`src/hdl/url_path_decode_sanitize_top_assert.svh`:
```
// Assertion macros for the URL path decoder.
// Included by the modules that carry concurrent checks; no other dependencies.
`ifndef URL_PATH_DECODE_SANITIZE_TOP_ASSERT_SVH
`define URL_PATH_DECODE_SANITIZE_TOP_ASSERT_SVH

// Plain property, checked at every edge outside reset.
`define UPDS_ASSERT(label, clk, rst_n, prop, msg) \
    label: assert property (@(posedge clk) disable iff (!rst_n) (prop)) \
        else $error(msg);

// Trigger in this cycle, consequence in the next.
`define UPDS_ASSERT_NEXT(label, clk, rst_n, trig, cons, msg) \
    label: assert property (@(posedge clk) disable iff (!rst_n) (trig) |=> (cons)) \
        else $error(msg);

`endif

```
`src/hdl/upds_pkg.sv`:
```
// Shared types, constants and character helpers for the URL path decoder.
// No dependencies.
package upds_pkg;

    localparam int MAX_URL_BYTES = 1024;
    localparam int EMIT_W        = $clog2(MAX_URL_BYTES + 1);
    localparam logic [EMIT_W-1:0] EMIT_MAX = EMIT_W'(MAX_URL_BYTES);

    localparam int CNT_W = 11;
    localparam logic [CNT_W-1:0] CNT_MAX = '1;

    // output queue
    localparam int FIFO_DEPTH = 8;
    localparam int FIFO_PTR_W = $clog2(FIFO_DEPTH);
    localparam int FIFO_CNT_W = $clog2(FIFO_DEPTH + 1);
    localparam int PUSH_MAX   = 3;
    localparam logic [FIFO_CNT_W-1:0] FIFO_ROOM_LIMIT = FIFO_CNT_W'(FIFO_DEPTH - PUSH_MAX);

    localparam logic [7:0] CH_PCT   = 8'h25;
    localparam logic [7:0] CH_QMARK = 8'h3f;
    localparam logic [7:0] CH_SLASH = 8'h2f;
    localparam logic [7:0] CH_DOT   = 8'h2e;

    localparam logic [1:0] VERDICT_OK     = 2'd0;
    localparam logic [1:0] VERDICT_FORBID = 2'd1;
    localparam logic [1:0] VERDICT_TRAV   = 2'd2;
    localparam logic [1:0] VERDICT_OVFL   = 2'd3;

    localparam logic KIND_PATH    = 1'b0;
    localparam logic KIND_VERDICT = 1'b1;

    typedef enum logic [2:0] {
        MODE_NORMAL,
        MODE_PCT0,
        MODE_PCT1,
        MODE_SLASH,
        MODE_DOT,
        MODE_MATCH,
        MODE_DONE
    } mode_t;

    typedef struct packed {
        mode_t             mode;
        logic [7:0]        la0;
        logic [1:0]        la_cnt;
        logic [CNT_W-1:0]  slash;
        logic [CNT_W-1:0]  dotdot;
        logic [EMIT_W-1:0] emitted;
        logic [1:0]        pend;
    } st_t;

    localparam st_t ST_RESET = '{
        mode:    MODE_NORMAL,
        la0:     8'h00,
        la_cnt:  2'd0,
        slash:   '0,
        dotdot:  '0,
        emitted: '0,
        pend:    VERDICT_OK
    };

    // working context while one byte is scanned
    typedef struct packed {
        st_t             st;
        logic [1:0]      n;
        logic [2:0][7:0] items;
    } ctx_t;

    typedef struct packed {
        logic       kind;
        logic [7:0] path_byte;
        logic [1:0] verdict;
        logic       end_of_run;
    } out_item_t;

    typedef struct packed {
        logic [1:0]           cnt;
        out_item_t [2:0]      item;
    } push_t;

    function automatic logic is_forbidden(logic [7:0] v);
        return (v >= 8'h21 && v <= 8'h23) || v == 8'h26 || v == 8'h27 ||
               v == 8'h2a || v == 8'h3b || v == 8'h3c || v == 8'h3e ||
               v == 8'h3f || v == 8'h60 || v == 8'h7c;
    endfunction

    // {digit_ok, value}
    function automatic logic [4:0] hex_value(logic [7:0] c);
        logic [4:0] r;
        r = 5'd0;
        if (c >= 8'h30 && c <= 8'h39) r = {1'b1, 4'(c - 8'h30)};
        else if (c >= 8'h61 && c <= 8'h66) r = {1'b1, 4'(c - 8'h57)};
        else if (c >= 8'h41 && c <= 8'h46) r = {1'b1, 4'(c - 8'h37)};
        return r;
    endfunction

endpackage

```
`src/hdl/upds_step.sv`:
```
// Per-byte scanner: state registers plus the decode logic for one byte.
// Depends on upds_pkg and the assertion macro header.
`include "url_path_decode_sanitize_top_assert.svh"

module upds_step (
    input  logic            clk,
    input  logic            rst_n,
    input  logic            fire,
    input  logic [7:0]      url_byte,
    input  logic            last_byte,
    output upds_pkg::push_t push
);

    upds_pkg::st_t  st_reg;
    upds_pkg::st_t  st_next;
    upds_pkg::ctx_t ctx;
    upds_pkg::push_t push_c;

    function automatic upds_pkg::ctx_t f_finish(upds_pkg::ctx_t c, logic [1:0] v);
        upds_pkg::ctx_t r;
        r = c;
        if (r.st.pend == upds_pkg::VERDICT_OK) r.st.pend = v;
        r.st.mode = upds_pkg::MODE_DONE;
        return r;
    endfunction

    function automatic upds_pkg::ctx_t f_emit(upds_pkg::ctx_t c, logic [7:0] b);
        upds_pkg::ctx_t r;
        r = c;
        if (r.st.mode != upds_pkg::MODE_DONE) begin
            if (r.st.emitted >= upds_pkg::EMIT_MAX || r.n == 2'd3) begin
                r = f_finish(r, upds_pkg::VERDICT_OVFL);
            end else begin
                r.st.emitted = r.st.emitted + 1'b1;
                r.items[r.n] = b;
                r.n = r.n + 2'd1;
            end
        end
        return r;
    endfunction

    function automatic upds_pkg::ctx_t f_plain(upds_pkg::ctx_t c, logic [7:0] b, logic last);
        upds_pkg::ctx_t r;
        r = c;
        if (r.st.mode != upds_pkg::MODE_DONE) begin
            if (b == upds_pkg::CH_PCT) begin
                if (last) r = f_emit(r, b);
                else r.st.mode = upds_pkg::MODE_PCT0;
            end else if (b == upds_pkg::CH_QMARK) begin
                r = f_finish(r, upds_pkg::VERDICT_OK);
            end else if (b == upds_pkg::CH_SLASH) begin
                if (r.st.slash < upds_pkg::CNT_MAX) r.st.slash = r.st.slash + 1'b1;
                if (last) r = f_emit(r, upds_pkg::CH_SLASH);
                else r.st.mode = upds_pkg::MODE_SLASH;
            end else if (upds_pkg::is_forbidden(b)) begin
                r = f_finish(r, upds_pkg::VERDICT_FORBID);
            end else begin
                r = f_emit(r, b);
            end
        end
        return r;
    endfunction

    always_comb
    begin
        logic [4:0]                h1;
        logic [4:0]                h2;
        logic [7:0]                code;
        logic [7:0]                want;
        logic [upds_pkg::CNT_W-1:0] dd;

        ctx.st    = st_reg;
        ctx.n     = 2'd0;
        ctx.items = '0;
        h1   = upds_pkg::hex_value(st_reg.la0);
        h2   = upds_pkg::hex_value(url_byte);
        code = 8'h00;
        if (h1[4]) code = h2[4] ? {h1[3:0], h2[3:0]} : {4'h0, h1[3:0]};
        want = (st_reg.la_cnt >= 2'd2) ? upds_pkg::CH_SLASH : upds_pkg::CH_DOT;
        dd   = (st_reg.dotdot < upds_pkg::CNT_MAX) ? st_reg.dotdot + 1'b1 : st_reg.dotdot;

        case (st_reg.mode)
            upds_pkg::MODE_NORMAL:
            begin
                ctx = f_plain(ctx, url_byte, last_byte);
            end
            upds_pkg::MODE_PCT0:
            begin
                if (last_byte) begin
                    ctx.st.mode = upds_pkg::MODE_NORMAL;
                    ctx = f_emit(ctx, upds_pkg::CH_PCT);
                    ctx = f_plain(ctx, url_byte, 1'b1);
                end else begin
                    ctx.st.la0  = url_byte;
                    ctx.st.mode = upds_pkg::MODE_PCT1;
                end
            end
            upds_pkg::MODE_PCT1:
            begin
                ctx.st.mode = upds_pkg::MODE_NORMAL;
                if (upds_pkg::is_forbidden(code)) ctx = f_finish(ctx, upds_pkg::VERDICT_FORBID);
                else ctx = f_emit(ctx, code);
            end
            upds_pkg::MODE_SLASH:
            begin
                if (url_byte == upds_pkg::CH_SLASH) begin
                    if (last_byte) ctx = f_emit(ctx, upds_pkg::CH_SLASH);
                end else if (url_byte == upds_pkg::CH_DOT) begin
                    if (last_byte) begin
                        ctx.st.mode = upds_pkg::MODE_NORMAL;
                        ctx = f_emit(ctx, upds_pkg::CH_SLASH);
                        ctx = f_emit(ctx, upds_pkg::CH_DOT);
                    end else begin
                        ctx.st.mode = upds_pkg::MODE_DOT;
                    end
                end else begin
                    ctx.st.mode = upds_pkg::MODE_NORMAL;
                    ctx = f_emit(ctx, upds_pkg::CH_SLASH);
                    ctx = f_plain(ctx, url_byte, last_byte);
                end
            end
            upds_pkg::MODE_DOT:
            begin
                if (last_byte) begin
                    ctx.st.mode = upds_pkg::MODE_NORMAL;
                    ctx = f_emit(ctx, upds_pkg::CH_SLASH);
                    ctx = f_emit(ctx, upds_pkg::CH_DOT);
                    ctx = f_plain(ctx, url_byte, 1'b1);
                end else if (url_byte == upds_pkg::CH_DOT) begin
                    ctx.st.la_cnt = 2'd2;
                    ctx.st.dotdot = '0;
                    ctx.st.mode   = upds_pkg::MODE_MATCH;
                end else begin
                    ctx = f_finish(ctx, upds_pkg::VERDICT_OK);
                end
            end
            upds_pkg::MODE_MATCH:
            begin
                if (url_byte != want) begin
                    ctx = f_finish(ctx, upds_pkg::VERDICT_OK);
                end else if (st_reg.la_cnt >= 2'd2) begin
                    ctx.st.la_cnt = 2'd0;
                    ctx.st.dotdot = dd;
                    if (dd >= st_reg.slash) ctx = f_finish(ctx, upds_pkg::VERDICT_TRAV);
                end else begin
                    ctx.st.la_cnt = st_reg.la_cnt + 2'd1;
                end
            end
            default:
            begin
            end
        endcase

        for (int k = 0; k < 3; k++) begin
            push_c.item[k] = '{kind:       upds_pkg::KIND_PATH,
                               path_byte:  ctx.items[k],
                               verdict:    upds_pkg::VERDICT_OK,
                               end_of_run: 1'b0};
        end
        push_c.cnt = ctx.n;
        st_next    = ctx.st;

        if (last_byte) begin
            if (ctx.n == 2'd3) begin
                // no room for a fourth word: the verdict rides on the third
                push_c.item[2].verdict    = ctx.st.pend;
                push_c.item[2].end_of_run = 1'b1;
            end else begin
                push_c.item[ctx.n] = '{kind:       upds_pkg::KIND_VERDICT,
                                       path_byte:  8'h00,
                                       verdict:    ctx.st.pend,
                                       end_of_run: 1'b1};
                push_c.cnt = ctx.n + 2'd1;
            end
            st_next = upds_pkg::ST_RESET;
        end

        push = push_c;
        if (!fire) push.cnt = 2'd0;
    end

    always_ff @(posedge clk or negedge rst_n)
    begin
        if (!rst_n) begin
            st_reg <= upds_pkg::ST_RESET;
        end else if (fire) begin
            st_reg <= st_next;
        end
    end

    `UPDS_ASSERT_NEXT(a_last_resets, clk, rst_n, fire && last_byte, st_reg == upds_pkg::ST_RESET, "scan state not cleared after final byte")

endmodule

```
`src/hdl/upds_fifo.sv`:
```
// Output word queue: takes up to three words a cycle, hands out one.
// Depends on upds_pkg and the assertion macro header.
`include "url_path_decode_sanitize_top_assert.svh"

module upds_fifo (
    input  logic                clk,
    input  logic                rst_n,
    input  upds_pkg::push_t     push,
    input  logic                pop,
    output logic                room,
    output logic                head_valid,
    output upds_pkg::out_item_t head
);

    upds_pkg::out_item_t mem_reg [upds_pkg::FIFO_DEPTH];
    logic [upds_pkg::FIFO_PTR_W-1:0] wr_ptr_reg;
    logic [upds_pkg::FIFO_PTR_W-1:0] rd_ptr_reg;
    logic [upds_pkg::FIFO_CNT_W-1:0] count_reg;
    logic [upds_pkg::FIFO_CNT_W-1:0] count_next;
    logic                            do_pop;

    assign head_valid = (count_reg != '0);
    assign head       = mem_reg[rd_ptr_reg];
    assign room       = (count_reg <= upds_pkg::FIFO_ROOM_LIMIT);
    assign do_pop     = pop && head_valid;
    assign count_next = count_reg + upds_pkg::FIFO_CNT_W'(push.cnt)
                        - upds_pkg::FIFO_CNT_W'(do_pop);

    always_ff @(posedge clk)
    begin
        for (int k = 0; k < upds_pkg::PUSH_MAX; k++) begin
            if (2'(k) < push.cnt) begin
                mem_reg[upds_pkg::FIFO_PTR_W'(wr_ptr_reg + upds_pkg::FIFO_PTR_W'(k))] <=
                    push.item[k];
            end
        end
    end

    always_ff @(posedge clk or negedge rst_n)
    begin
        if (!rst_n) begin
            wr_ptr_reg <= '0;
            rd_ptr_reg <= '0;
            count_reg  <= '0;
        end else begin
            wr_ptr_reg <= wr_ptr_reg + upds_pkg::FIFO_PTR_W'(push.cnt);
            rd_ptr_reg <= rd_ptr_reg + upds_pkg::FIFO_PTR_W'(do_pop);
            count_reg  <= count_next;
        end
    end

    `UPDS_ASSERT(a_count_bound, clk, rst_n, count_reg <= upds_pkg::FIFO_CNT_W'(upds_pkg::FIFO_DEPTH), "queue count beyond depth")
    `UPDS_ASSERT(a_push_room, clk, rst_n, (push.cnt == 2'd0) || room, "words pushed without room for three")
    `UPDS_ASSERT_NEXT(a_pop_drains, clk, rst_n, do_pop && (push.cnt == 2'd0), count_reg == ($past(count_reg) - 1'b1), "pop without push did not drop the count")

endmodule

```
`src/hdl/url_path_decode_sanitize_top.sv`:
```
// URL path decoder top level: input word register, per-byte scanner, output queue.
// An accepted byte is registered, then scanned into the output queue; words leave from its head.
// Throughput (no stalls): one byte per cycle; a byte makes 0 to 3 words, leaving one per cycle.
// The input stalls while the 8-word output queue has fewer than three free places.
// Reset (rst_n low, asynchronous) empties the queue and returns the scanner to copy mode.
// Depends on upds_pkg, upds_step and upds_fifo.
module url_path_decode_sanitize_top (
    input  logic       clk,
    input  logic       rst_n,
    input  logic       in_valid,
    output logic       in_stall,
    input  logic [7:0] url_byte,
    input  logic       last_byte,
    output logic       out_valid,
    input  logic       out_stall,
    output logic       kind,
    output logic [7:0] path_byte,
    output logic [1:0] verdict,
    output logic       end_of_run
);

    logic                vld_reg;
    logic [7:0]          byte_reg;
    logic                last_reg;
    logic                room;
    logic                fire;
    logic                take;
    upds_pkg::push_t     push;
    upds_pkg::out_item_t head;

    assign fire     = vld_reg && room;
    assign in_stall = vld_reg && !room;
    assign take     = in_valid && !in_stall;

    always_ff @(posedge clk or negedge rst_n)
    begin
        if (!rst_n) begin
            vld_reg <= 1'b0;
        end else if (take) begin
            vld_reg <= 1'b1;
        end else if (fire) begin
            vld_reg <= 1'b0;
        end
    end

    always_ff @(posedge clk)
    begin
        if (take) begin
            byte_reg <= url_byte;
            last_reg <= last_byte;
        end
    end

    upds_step u_step (
        .clk       (clk),
        .rst_n     (rst_n),
        .fire      (fire),
        .url_byte  (byte_reg),
        .last_byte (last_reg),
        .push      (push)
    );

    upds_fifo u_fifo (
        .clk        (clk),
        .rst_n      (rst_n),
        .push       (push),
        .pop        (!out_stall),
        .room       (room),
        .head_valid (out_valid),
        .head       (head)
    );

    assign kind       = head.kind;
    assign path_byte  = head.path_byte;
    assign verdict    = head.verdict;
    assign end_of_run = head.end_of_run;

endmodule

```
`config.mk`:
```
export PLATFORM = sky130hd
export DESIGN_NAME = url_path_decode_sanitize_top
export DESIGN_NICKNAME = d
export VERILOG_FILES = /design/src/hdl/upds_pkg.sv /design/src/hdl/upds_step.sv /design/src/hdl/upds_fifo.sv /design/src/hdl/url_path_decode_sanitize_top.sv
export VERILOG_INCLUDE_DIRS = /design/src /design/src/hdl
export SDC_FILE = /design/constraint.sdc
export NUM_CORES = 1
export LEC_CHECK = 0
export ABC_AREA = 0
export BUFFER_PORTS_ARGS = -buffer_cell sky130_fd_sc_hd__buf_4
export CORE_MARGIN = 10
export CORE_UTILIZATION = 50
export DETAILED_ROUTE_END_ITERATION = 10
export PLACE_DENSITY = 0.66
export SLEW_MARGIN = 20
export SYNTH_ARGS = -nofsm -noshare
export SYNTH_HDL_FRONTEND = slang
export SYNTH_SLANG_ARGS = --single-unit
```
`constraint.sdc`:
```
create_clock -name clk -period 15.1 [get_ports clk]
set_clock_uncertainty 0.15 [all_clocks]
set_input_delay 0.755 -clock clk [delete_from_list [all_inputs] [get_ports clk]]
set_output_delay 0.755 -clock clk [all_outputs]
set_load 0.005 [all_outputs]
```
Yosys cells after proc, flatten, opt, wreduce, memory -nomap -nowiden
Memory sizes are Yosys's and may differ from the RTL's.
Index checks and enable logic that the tools add are counted.
{"block": "totals", "ff_bits": 68, "latch_bits": 0, "ramBits": 96, "romBits": 0, "inputBits": 13, "memories": 1}
{"block": "classes", "addsub": 29, "multipliers": 0, "div_mod_pow": 0, "order_cmp": 44, "n_eq_ne": 56, "shifts": 0, "mux": 151, "bitwise_logic": 12, "reduce_logical": 63}
{"memory": "u_fifo.mem_reg", "words": 8, "word_bits": 12, "read_ports": 1, "rd_ports_with_merged_regs": 0, "write_ports": 3, "line": "upds_fifo.sv:15", "source": "upds_pkg::out_item_t mem_reg [upds_pkg::FIFO_DEPTH];"}
{"op": "two-way mux 74 bit", "count": 41}
{"op": "one-hot mux 74 bit (6 select lines)", "count": 1}
{"op": "two-way mux 35 bit", "count": 10}
{"op": "two-way mux 71 bit", "count": 4}
{"op": "two-way mux 26 bit", "count": 7}
{"op": "two-way mux 11 bit", "count": 14}
{"op": "equality test 8 x 6 -> 1 bit (second input constant)", "count": 17}
{"op": "adder 11 x 1 -> 11 bit (second input constant)", "count": 10}
{"op": "demux 8 bit (select 2 bit)", "count": 5}
{"op": "bitwise mux 24 bit", "count": 3}
{"op": "two-way mux 8 bit", "count": 9}
{"op": ">= comparator 11 bit (second input constant)", "count": 6}
{"op": "two-way mux 63 bit", "count": 1}
{"op": "two-way mux 61 bit", "count": 1}
{"op": "two-way mux 2 bit", "count": 25}
{"op": "two-way mux 48 bit", "count": 1}
{"op": "less-than comparator 11 bit (second input constant)", "count": 4}
{"op": "!= test 3 bit (second input constant)", "count": 14}
{"op": "two-way mux 38 bit", "count": 1}
{"op": "bitwise mux 36 bit", "count": 1}
{"op": "equality test 8 x 7 -> 1 bit (second input constant)", "count": 4}
{"op": ">= comparator 8 x 6 -> 1 bit (second input constant)", "count": 4}
{"op": ">= comparator 8 x 7 -> 1 bit (second input constant)", "count": 4}
{"op": "<= comparator 8 x 6 -> 1 bit (second input constant)", "count": 4}
{"op": "other kinds (54)", "count": 164}

Logic depth before layout (Yosys ltp)
Gate-level depths: netlist of the first run.
{"block": "logic_depth", "word_depth": 39, "ltp_mapped": 24, "mapped_depth_nobuf": 21}

Modules after synthesis
Synthesis of the first run repeated with hierarchy kept, for this count alone.
{"block": "unflattened", "hier_cells": 1758, "hier_area_um2": 14408.8}
{"mod": "upds_fifo", "n_inst": 1, "cells_per_inst": 740, "area_each_um2": 7124.3, "seq_area_each_um2": 3133.0}
{"mod": "upds_step", "n_inst": 1, "cells_per_inst": 1002, "area_each_um2": 6946.7, "seq_area_each_um2": 1201.2}
{"mod": "url_path_decode_sanitize_top", "n_inst": 1, "cells_per_inst": 16, "area_each_um2": 337.8, "seq_area_each_um2": 295.3}

Worst setup path before layout of the first run
Ideal clock, no wire load.
{"block": "synth_timing", "path_kind": "register to register", "start": "register u_step.st_reg[12] in the netlist's numbering", "end": "memory u_fifo.mem_reg[4][0] in the netlist's numbering (enable)", "arrival_time_ns": 4.831, "t_required_ns": 14.525, "slack_ns": 9.694, "path_stages_with_launch": 16, "period_less_slack_ns": 5.406, "cell_sequence": "dfrtp_1 buf_2 buf_1 clkbuf_1 buf_1 xor2_1 inv_1 ha_1 nand4_1 o21bai_1 nand2_1 o311ai_4 buf_6 buf_2 nor2_1 o311ai_0"}
{"item": "start, declared", "line": "upds_step.sv:14", "source": "upds_pkg::st_t st_reg;"}
{"item": "start signal, assigned", "line": "upds_step.sv:185", "source": "st_reg <= upds_pkg::ST_RESET;"}
{"item": "start signal, assigned", "line": "upds_step.sv:187", "source": "st_reg <= st_next;"}
{"item": "end, declared", "line": "upds_fifo.sv:15"}

Worst setup path in the final report of the first run
{"block": "layout_timing", "start": "register u_step.st_reg[12] in the netlist's numbering", "end": "register u_fifo.count_reg[2] in the netlist's numbering"}
{"block": "layout_between", "elab_chain_len": 26}
{"item": "adder 11 x 1 -> 11 bit / >= comparator 11 bit (equally long branches)", "line": "upds_step.sv:34, upds_step.sv:31"}
{"item": "two-way mux 11 bit / two-way mux 1 bit (equally long branches)", "line": "upds_step.sv:31", "source": "if (r.st.emitted >= upds_pkg::EMIT_MAX || r.n == 2'd3) begin"}
{"item": "two-way mux 74 bit", "line": "upds_step.sv:109", "source": "if (last_byte) begin"}
{"item": "two-way mux 74 bit", "line": "upds_step.sv:82", "source": "case (st_reg.mode)"}
{"item": ">= comparator 11 bit / equality test 2 bit (equally long branches)", "line": "upds_step.sv:31"}
{"item": "logical OR 1 bit", "line": "upds_step.sv:31"}
{"item": "two-way mux 11 bit / two-way mux 26 bit (equally long branches)", "line": "upds_step.sv:31"}
{"item": "two-way mux 74 bit", "line": "upds_step.sv:30", "source": "if (r.st.mode != upds_pkg::MODE_DONE) begin"}
{"item": "[... 11 more ...]"}
{"item": "one-hot mux 74 bit (6 select lines) *", "line": "upds_step.sv:82"}
{"item": "adder 2 x 1 -> 2 bit / equality test 2 bit (equally long branches)", "line": "upds_step.sv:173, upds_step.sv:164"}
{"item": "two-way mux 11 bit", "line": "upds_step.sv:164", "source": "if (ctx.n == 2'd3) begin"}
{"item": "two-way mux 38 bit *", "line": "upds_step.sv:163", "source": "if (last_byte) begin"}
{"item": "two-way mux 2 bit *", "line": "upds_step.sv:179", "source": "if (!fire) push.cnt = 2'd0;"}
{"item": "adder 4 x 2 -> 4 bit *", "line": "upds_fifo.sv:26", "source": "assign count_next = count_reg + upds_pkg::FIFO_CNT_W'(push.cnt)"}
{"item": "subtractor 4 x 1 -> 4 bit *", "line": "upds_fifo.sv:27", "source": "- upds_pkg::FIFO_CNT_W'(do_pop);"}
{"item": "named net u_fifo.count_next (one bit)", "line": "upds_fifo.sv:19", "source": "logic [upds_pkg::FIFO_CNT_W-1:0] count_next;"}
{"item": "end signal, assigned", "line": "upds_fifo.sv:48", "source": "count_reg <= count_next;"}
{"item": "end, declared", "line": "upds_fifo.sv:18", "source": "logic [upds_pkg::FIFO_CNT_W-1:0] count_reg;"}
The timed path passes the listed nets; every way through them passes the cells marked *. The select of a mux whose other input is x is not followed.
A chain may end at the register's enable or synchronous reset.

==> metrics.md, run 1 <==
| Metric | Value |
|---|---|
| Register Area | 4630 sq um |
| Vias in the first global route | 11700 |
| H-tree levels | 4 |
| Max-Cap Viols | 0 |
| Setup violators final | 0 |
| Synth cell types | 108 |
| Commonest non-fill, non-tap cells in the layout | nand2_1, nor2_1, o21ai_0, edfxtp_1, a21oi_1 |
| Gpl congestion | 0.986 |
| Filler Cells Inserted | 2337 |
| Post-CTS Setup Inserts | 0 |
| Starting DRC count in detailed routing | 1602 |
| Count of nets after finishing | 1498 |
| DP HPWL | 30.5 mm |
| Worst r2r path cells | 19 |
| Starting Density | 0.510 |
| Max Freq | 0.150 GHz |
| R2R Setup Slk | 8.43 ns |
| Peak VDD IR | 0.0828 mV |
| Post-route ant nets | 0 |
| Clk root buf | clkbuf_16 |
| Hold slack | 0.251 ns |
| Multi-input gate area | 8190 sq um |
| Die width | 184 um |
| Synth warnings | 0 |
| Number of buffers added on ports | 26 |
| DRT Wirelength | 42.2 mm |
| Crit path from | u_step.st_reg[12] |
| Clock Sinks | 164 |
| Worst-margin pin slew | 1.18 ns |
| Most common cell after layout, fill and taps aside | nand2_1 |
| Synthesized flop and latch total | 164 |
| Number of CTS-inserted buffers | 17 |
| Worst setup path endpoint | u_fifo.count_reg[2] |
| Via density | 6.87 |
| Synthesized cell area | 13400 sq um |
| Mapped Cells | 1472 |
| Leading post-synthesis cells by cell area | edfxtp_1, dfrtp_1, o21ai_0, mux4_2, nand2_1 |
| Synth top area share | 0.236 |
| Crit Reg-Reg Endpoint | u_fifo.count_reg[2] |
| Setup crit end kind | register |
| Global-route wire length before repair | 66.7 mm |
| # resized after CTS | 0 |
| Final period util | 0.442 |
| Routed vias | 12300 |
| Seq/Total Area, Yosys | 0.346 |
| Hold-fix buffers at CTS | 0 |
| # DRC | 0 |
| Post-Route Setup TNS | 0 ns |
| Post-synth top flop | edfxtp_1 |
| Layout cells sized above 1 | 0.130 |
| Max-slew headroom | 0.214 |
| Synthesized net count | 1526 |
| Die area | 33700 sq um |
| First-pass detailed-route iteration total | 6 |
| Hold/Removal Path Class | in -> async |
| P&R area growth vs syn | 7.81% |
| Clock latency on the worst-skew pair | 0.44 ns |
| CTS tree | done |
| Core region area | 26200 sq um |
| EDFF count, synth | 105 |
| P_leak | 5.34 nW |
| Gr ovfl total | 0 |
| Clock Path Buffers | 2 |
| Rows | 59 |
| Outcome | finished clean |
| Avg Cell Area, Syn | 9.09 sq um |
| Setup crit start kind | register |
| Clock Pin Slew Worst Setup and Hold Paths | 0.07 ns |
| Pwr dens | 163 nW/um^2 |
| Leading area contributor after synthesis | edfxtp_1 |
| Worst Path Max Fanout | 56 |
| Largest net degree at the start of global routing | 60 |
| Final Max Slew Viols | 0 |
| Critical Path AT | 6.85 ns |
| # IOs | 27 |
| Flip-flop count of the largest register after layout | 96 |
| Ys async rst share | 0.360 |
| Ant diodes | 0 |
| WL/cell | 23.6 um |
| Fin. Hold Viols | 0 |
| GRT Total Usage | 0.246 |
| Worst Path Required | 15.28 ns |
| Unrepaired setup endpoints after global routing | false |
| Antenna violations before repair | 0 |
| Worst reg2reg path startpoint | u_step.st_reg[12] |
| Crit path kind | reg -> reg |
| Die H | 184 um |
| Minimum clock period | 6.67 ns |
-- cells in the mapped netlist, types with 8 or more instances --
| master | number |
|---|---|
| a211o_1 | 8 |
| a211oi_1 | 13 |
| a21o_1 | 13 |
| a21oi_1 | 83 |
| a221oi_1 | 13 |
| a22o_1 | 10 |
| a22oi_1 | 30 |
| a31oi_1 | 25 |
| a32oi_1 | 12 |
| and2_1 | 15 |
| and3_1 | 11 |
| buf_1 | 8 |
| buf_2 | 29 |
| clkbuf_1 | 54 |
| dfrtp_1 | 59 |
| edfxtp_1 | 105 |
| ha_1 | 39 |
| inv_1 | 48 |
| mux2_2 | 16 |
| mux2i_1 | 39 |
| mux4_2 | 24 |
| nand2_1 | 137 |
| nand2b_1 | 23 |
| nand3_1 | 66 |
| nand4_1 | 12 |
| nor2_1 | 112 |
| nor3_1 | 49 |
| nor4_1 | 8 |
| o211ai_1 | 11 |
| o21a_1 | 11 |
| o21ai_0 | 111 |
| o21ai_1 | 14 |
| o22ai_1 | 32 |
| o31ai_1 | 20 |
| or3_1 | 10 |
| xnor2_1 | 24 |
| xor2_1 | 17 |
-- how the worst min path moves through the flow --
stage,endpoint,cells after the start,startpoint,slack [ns]
floorplan,u_fifo.count_reg[0],0,rst_n,0.31
global placement,u_step.st_reg[35],1,u_step.st_reg[35],0.35
detailed placement,u_step.st_reg[35],1,u_step.st_reg[35],0.35
CTS,u_step.st_reg[7],1,rst_n,0.29
global route,u_step.st_reg[6],1,rst_n,0.31
finish,u_step.st_reg[7],1,rst_n,0.25
-- cell type report --
class,count,share of cell area
Clock buffer,19,0.0307
Timing Repair Buffer,49,0.0255
Sequential cell,164,0.321
Clock inverter,13,0.0113
Inverter,55,0.0143
Tap cell,335,0.0291
Multi-Input combinational cell,1157,0.568
-- metrics by stage --
stage               setup slack, ns  instance area [sq um]  std cells  total power [mW]   util
CTS                            8.72                  14400       1792              2.33  0.549
floorplan                      9.69                  13400       1472              1.52      -
detailed placement             8.77                  13800       1760              1.87  0.526
global route                   8.13                  14400       1792              2.48  0.550
finish                         8.43                  14400       1792              2.35  0.550
global placement               8.87                  13800       1760              1.85  0.526
-- per-layer routing --
metal	track usage	vias up	share of wire
li1	-	5634	-
met1	0.330	5931	0.43
met2	0.399	662	0.46
met3	0.0330	92	0.077
met4	0.0882	0	0.028
met5	0	-	0
-- power breakdown --
part / total, mW / internal [mW] / switching [mW]
registers: 0.744 / 0.637 / 0.107
logic: 1.14 / 0.442 / 0.699
clock network: 0.464 / 0.255 / 0.209
-- critical path, cell delays in order (launching register included) --
cell and delay, ns:
dfrtp_1 0.37, buf_4 0.30, clkinv_1 0.46, o31a_1 0.70
clkinv_1 0.50, ha_1 0.46, a31o_2 0.27, a211oi_1 0.28
a211oi_2 0.13, nor3_2 0.37, and2_1 0.60, and2_1 0.39
nor3_1 0.09, or3_1 0.39, ha_1 0.28, inv_1 0.06
ha_1 0.15, inv_1 0.05, fa_1 0.38, xnor2_1 0.13
-- logic make-up after synthesis --
family | synth area share
AOI/OAI and AO/OA | 0.276
and+or+nand+nor | 0.181
DFF | 0.346
buffers and inverters | 0.0473
muxes | 0.0831
adders and majority gates | 0.0402
xor gates and xnor gates | 0.0268
No activity file was read; power rests on OpenSTA's default activity.
==> run 2, diff against run 1 <==
- clock period: 15.1 -> 6.2 ns (I/O delays scaled with it)
==> run 2 against run 1 <==
  * Combinational power increased by 150%
  * Core utilization up 1.0 points
  * Power grew 150%
  * Flip-flop and latch count did not move
  * Critical path depth down 1
  * Wire length increased by 1.8%
  * Setup slack lost 7.9 ns
  * Sequential power rose by 140%
  * Final cell count rose by 1.6%
==> metrics.md, run 2 (synthesized netlist as in run 1, its figures left out) <==
| Metric | Value |
|---|---|
| Rows | 59 |
| First-pass detailed-route iteration total | 6 |
| Hold/Removal Path Class | in -> reg |
| Antenna violations before repair | 0 |
| Gpl congestion | 0.952 |
| GRT Total Usage | 0.253 |
| CTS tree | done |
| Ant diodes | 0 |
| Fin. Hold Viols | 0 |
| Routed vias | 12500 |
| DP HPWL | 31.1 mm |
| Max-Cap Viols | 0 |
| Clk root buf | clkbuf_16 |
| Post-route ant nets | 0 |
| Clock latency on the worst-skew pair | 0.44 ns |
| H-tree levels | 4 |
| P&R area growth vs syn | 9.79% |
| WL/cell | 23.6 um |
| # DRC | 0 |
| Pwr dens | 394 nW/um^2 |
| Max-slew headroom | 0.293 |
| DRT Wirelength | 43.0 mm |
| Critical Path AT | 5.80 ns |
| Setup violators final | 0 |
| Clock Sinks | 164 |
| R2R Setup Slk | 0.58 ns |
| Number of CTS-inserted buffers | 17 |
| Commonest non-fill, non-tap cells in the layout | nand2_1, nor2_1, o21ai_0, edfxtp_1, a21oi_1 |
| Core region area | 26200 sq um |
| Setup crit start kind | register |
| Via density | 6.85 |
| Unrepaired setup endpoints after global routing | false |
| Count of nets after finishing | 1526 |
| Final Max Slew Viols | 0 |
| Worst Path Required | 6.38 ns |
| Starting Density | 0.510 |
| Starting DRC count in detailed routing | 1616 |
| Worst-margin pin slew | 1.06 ns |
| Final period util | 0.907 |
| Die width | 184 um |
| Final WS setup | 0.577 ns |
| Most common cell after layout, fill and taps aside | nand2_1 |
| Post-Route Setup TNS | 0 ns |
| Flip-flop count of the largest register after layout | 96 |
| Die H | 184 um |
| Peak VDD IR | 0.194 mV |
| Max Freq | 0.178 GHz |
| Pre-CTS WS | 0.711 ns |
| Clock Path Buffers | 2 |
| # resized after CTS | 0 |
| Crit path kind | reg -> reg |
| Setup crit end kind | register |
| P_leak | 5.49 nW |
| Layout cells sized above 1 | 0.139 |
| Clock Pin Slew Worst Setup and Hold Paths | 0.07 ns |
| Filler Cells Inserted | 2331 |
| # IOs | 27 |
| Largest net degree at the start of global routing | 60 |
| Global-route wire length before repair | 68.7 mm |
| Vias in the first global route | 12000 |
| Worst Path Max Fanout | 15 |
| Number of buffers added on ports | 26 |
| Outcome | finished clean |
| Minimum clock period | 5.62 ns |
| Gr ovfl total | 0 |
| Die area | 33700 sq um |
==> run 2: worst paths after layout <==
kind	start	end	depth (start not counted)
setup / recovery	byte_reg[1]	u_fifo.count_reg[1]	18
min in group asynchronous	rst_n	u_step.st_reg[7]	2
max in group asynchronous	rst_n	u_step.st_reg[1]	2
setup reg to reg	byte_reg[1]	u_fifo.count_reg[1]	18
hold / removal	out_stall	u_fifo.rd_ptr_reg[0]	3
hold reg to reg	u_step.st_reg[42]	u_step.st_reg[42]	2
==> run 2: per-layer routing <==
metal,GRT usage,vias to the layer above,share of wire
met5,0,-,0
met4,0.102,0,0.034
met3,0.0352,121,0.078
met2,0.397,622,0.45
met1,0.346,6031,0.44
li1,-,5684,-
==> run 2: cell type report <==
type	count	area, sq um	area share
sequential	164	4630	0.315
timing repair buffer	77	606	0.0412
clock buffer	21	504	0.0343
clock inverter	11	144	0.00980
inverter	55	206	0.0141
tap	335	419	0.0285
multi-input combinational	1157	8180	0.557
==> run 2: power breakdown <==
group | internal [mW] | switching (mW) | leakage (nW) | total [mW]
Clock | 0.682 | 0.509 | 0.319 | 1.19
Sequential | 1.55 | 0.217 | 1.76 | 1.77
Combinational | 1.09 | 1.73 | 3.41 | 2.83
Total | 3.33 | 2.46 | 5.49 | 5.78
==> run 2: timing repair <==
item | CTS | global route
buffers inserted | 0 | 0
hold buffers | 11 | 0
endpoints found under the hold margin | 69 | 0
==> run 2: critical path: stages, from the launching register on <==
cell	delay, ns
edfxtp_1	0.67
ha_1	0.54
or3b_1	0.19
a22oi_1	0.08
or4_4	0.63
a21oi_4	0.47
nor3_1	0.14
nor3_2	0.36
and2_1	0.18
buf_4	0.21
and2_1	0.36
nor3_1	0.10
or3_1	0.36
ha_1	0.27
inv_1	0.06
ha_1	0.16
inv_1	0.06
fa_1	0.48
inv_1	0.04
==> run 2: stage by stage <==
step                      hold WS (ns)  power, mW  cells  instance area [sq um]  utilization
final                            0.213       5.78   1820                  14700        0.560
after global routing             0.236       6.13   1820                  14700        0.560
after CTS                        0.208       5.75   1820                  14700        0.560
after detailed placement         0.318       4.56   1777                  13900        0.531
after global placement           0.316       4.51   1777                  13900        0.531
after floorplan                 -0.136       3.71   1472                  13400            -
==> run 3, diff against run 2 <==
- CAP_MARGIN: unset -> 5
- CORE_UTILIZATION: 50 -> 45
- PLACE_DENSITY: 0.66 -> unset
==> run 3 against run 2 <==
  * Setup slack better by 0.16 ns
  * Flip-flop and latch count unchanged
  * Final area up 0.28%
  * Critical endpoint is now u_fifo.count_reg[2]
  * Clock power down 7%
  * Global-route usage down 1.9 points
==> metrics.md, run 3 (synthesized netlist as in run 1, its figures left out) <==
| Metric | Value |
|---|---|
| Critical Path AT | 5.63 ns |
| Buf+Inv Stages, Crit Path | 4 |
| Worst Path Max Fanout | 10 |
| Clock Path Buffers | 2 |
| Hold/Removal Path Class | in -> reg |
| Final period util | 0.881 |
| Gpl congestion | 0.986 |
| Final Max Slew Viols | 0 |
| # IOs | 27 |
| Post-route ant nets | 0 |
| WL/cell | 23.2 um |
| Final WS setup | 0.739 ns |
| DP HPWL | 31.8 mm |
| Commonest non-fill, non-tap cells in the layout | nand2_1, nor2_1, o21ai_0, edfxtp_1, a21oi_1 |
| Pre-CTS WS | 0.854 ns |
| Largest net degree at the start of global routing | 60 |
| Clock latency on the worst-skew pair | 0.45 ns |
| First-pass detailed-route iteration total | 7 |
| Clock Pin Slew Worst Setup and Hold Paths | 0.07 ns |
| Clock Sinks | 164 |
| Global-route wire length before repair | 68.9 mm |
| Max Freq | 0.183 GHz |
| P&R area growth vs syn | 10.1% |
| Count of nets after finishing | 1529 |
| Worst-margin pin slew | 1.16 ns |
| Via density | 6.53 |
| Worst path cell trace | ha_1 > inv_1 > o31a_1 > clkinv_1 > ha_1 > a31o_2 > a211oi_1 > a211oi_2 > nor3_2 > and2_1 > and2_1 > nor3_1 > or3_1 > ha_1 > inv_1 > ha_1 > inv_1 > fa_1 > xnor2_1 |
| Crit path top cell by count | ha_1 |
| Die H | 192 um |
| DRT Wirelength | 43.6 mm |
| Slowest CP cell | dfrtp_1 |
| Clk pwr share | 0.193 |
| Setup crit end kind | register |
| Setup violators final | 0 |
| Setup crit start kind | register |
| Vias in the first global route | 12000 |
| Unrepaired setup endpoints after global routing | false |
| Sw Share | 0.430 |
| Crit path kind | reg -> reg |
| H-tree levels | 4 |
| Max-slew headroom | 0.225 |
| CTS tree | done |
| Starting DRC count in detailed routing | 1069 |
| Post-CTS Setup Inserts | 0 |
| Peak VDD IR | 0.167 mV |
| Flip-flop count of the largest register after layout | 96 |
| Die area | 37000 sq um |
| # DRC | 0 |
| Rows | 63 |
| GRT Total Usage | 0.235 |
| Largest delay share family, worst path | adder cells |
| Core region area | 29500 sq um |
| Die width | 192 um |
| Outcome | finished clean |
| Crit path largest cell delay | 0.51 ns |
| Clk root buf | clkbuf_16 |
| P_leak | 5.47 nW |
| Internal power | 3.27 mW |
| Most common cell after layout, fill and taps aside | nand2_1 |
| Post-Route Setup TNS | 0 ns |
| Fin. Hold Viols | 0 |
| Number of CTS-inserted buffers | 17 |
| Sequential power share | 0.308 |
| Ant diodes | 0 |
| Pwr dens | 389 nW/um^2 |
| Gr ovfl total | 0 |
| Max-Cap Viols | 0 |
| Switch Pwr | 2.47 mW |
| Routed vias | 12300 |
| Worst Path Required | 6.37 ns |
| Antenna violations before repair | 0 |
| Number of buffers added on ports | 26 |
| Starting Density | 0.454 |
| Layout cells sized above 1 | 0.141 |
| Minimum clock period | 5.46 ns |
| Comb power frac | 0.499 |
run 3: area by class of cell:
type                       count  area [sq um]
tap                          390           488
fill                        2808         14800
clock buffer                  17           425
clock inverter                15           168
sequential                   164          4630
multi-input combinational   1157          8180
timing repair buffer          80           628
inverter                      55           206
run 3: tightest hold or removal path: stages:
cell and delay, ns:
buf_4 0.08, a21oi_1 0.06, ha_1 0.29
run 3: repair_timing:
action,CTS,global route
hold buffers,11,0
hold endpoints to repair,69,0
gates resized for setup,0,0
run 3: power by group through the flow:
stage | Sequential (mW) | Combinational, mW | Clock, mW
finish | 1.77 | 2.86 | 1.11
global route | 1.79 | 3.15 | 1.17
CTS | 1.76 | 2.84 | 1.12
detailed placement | 1.78 | 2.83 | 0
global placement | 1.77 | 2.79 | 0
floorplan | 1.63 | 2.07 | 0
run 3: worst paths after layout:
kind / startpoint / endpoint / slack [ns] / cells past startpoint
worst max-delay path: u_step.st_reg[2] / u_fifo.count_reg[2] / 0.74 / 19
worst min-delay path: out_stall / u_fifo.rd_ptr_reg[0] / 0.20 / 3
worst max register to register: u_step.st_reg[2] / u_fifo.count_reg[2] / 0.74 / 19
worst min register to register: u_step.st_reg[42] / u_step.st_reg[42] / 0.37 / 2
max in group asynchronous: rst_n / u_fifo.wr_ptr_reg[2] / 5.01 / 2
min in group asynchronous: rst_n / u_step.st_reg[32] / 0.36 / 2
run 3: metal layers:
metal / global-route usage / wire, um
met2: 0.386 / 20900
met4: 0.0894 / 1330
met5: 0 / 0
met1: 0.302 / 18500
met3: 0.0405 / 2850
run 3: per-stage QoR:
step,cell area [sq um],power (mW),hold WS (ns),util,std cells
3_5_place_dp,14000,4.61,0.312,0.475,1835
4_1_cts,14700,5.73,0.190,0.499,1878
5_1_grt,14700,6.12,0.214,0.500,1878
6_report,14700,5.73,0.197,0.500,1878
3_3_place_gp,14000,4.56,0.304,0.475,1835
2_1_floorplan,13400,3.71,-0.136,-,1472
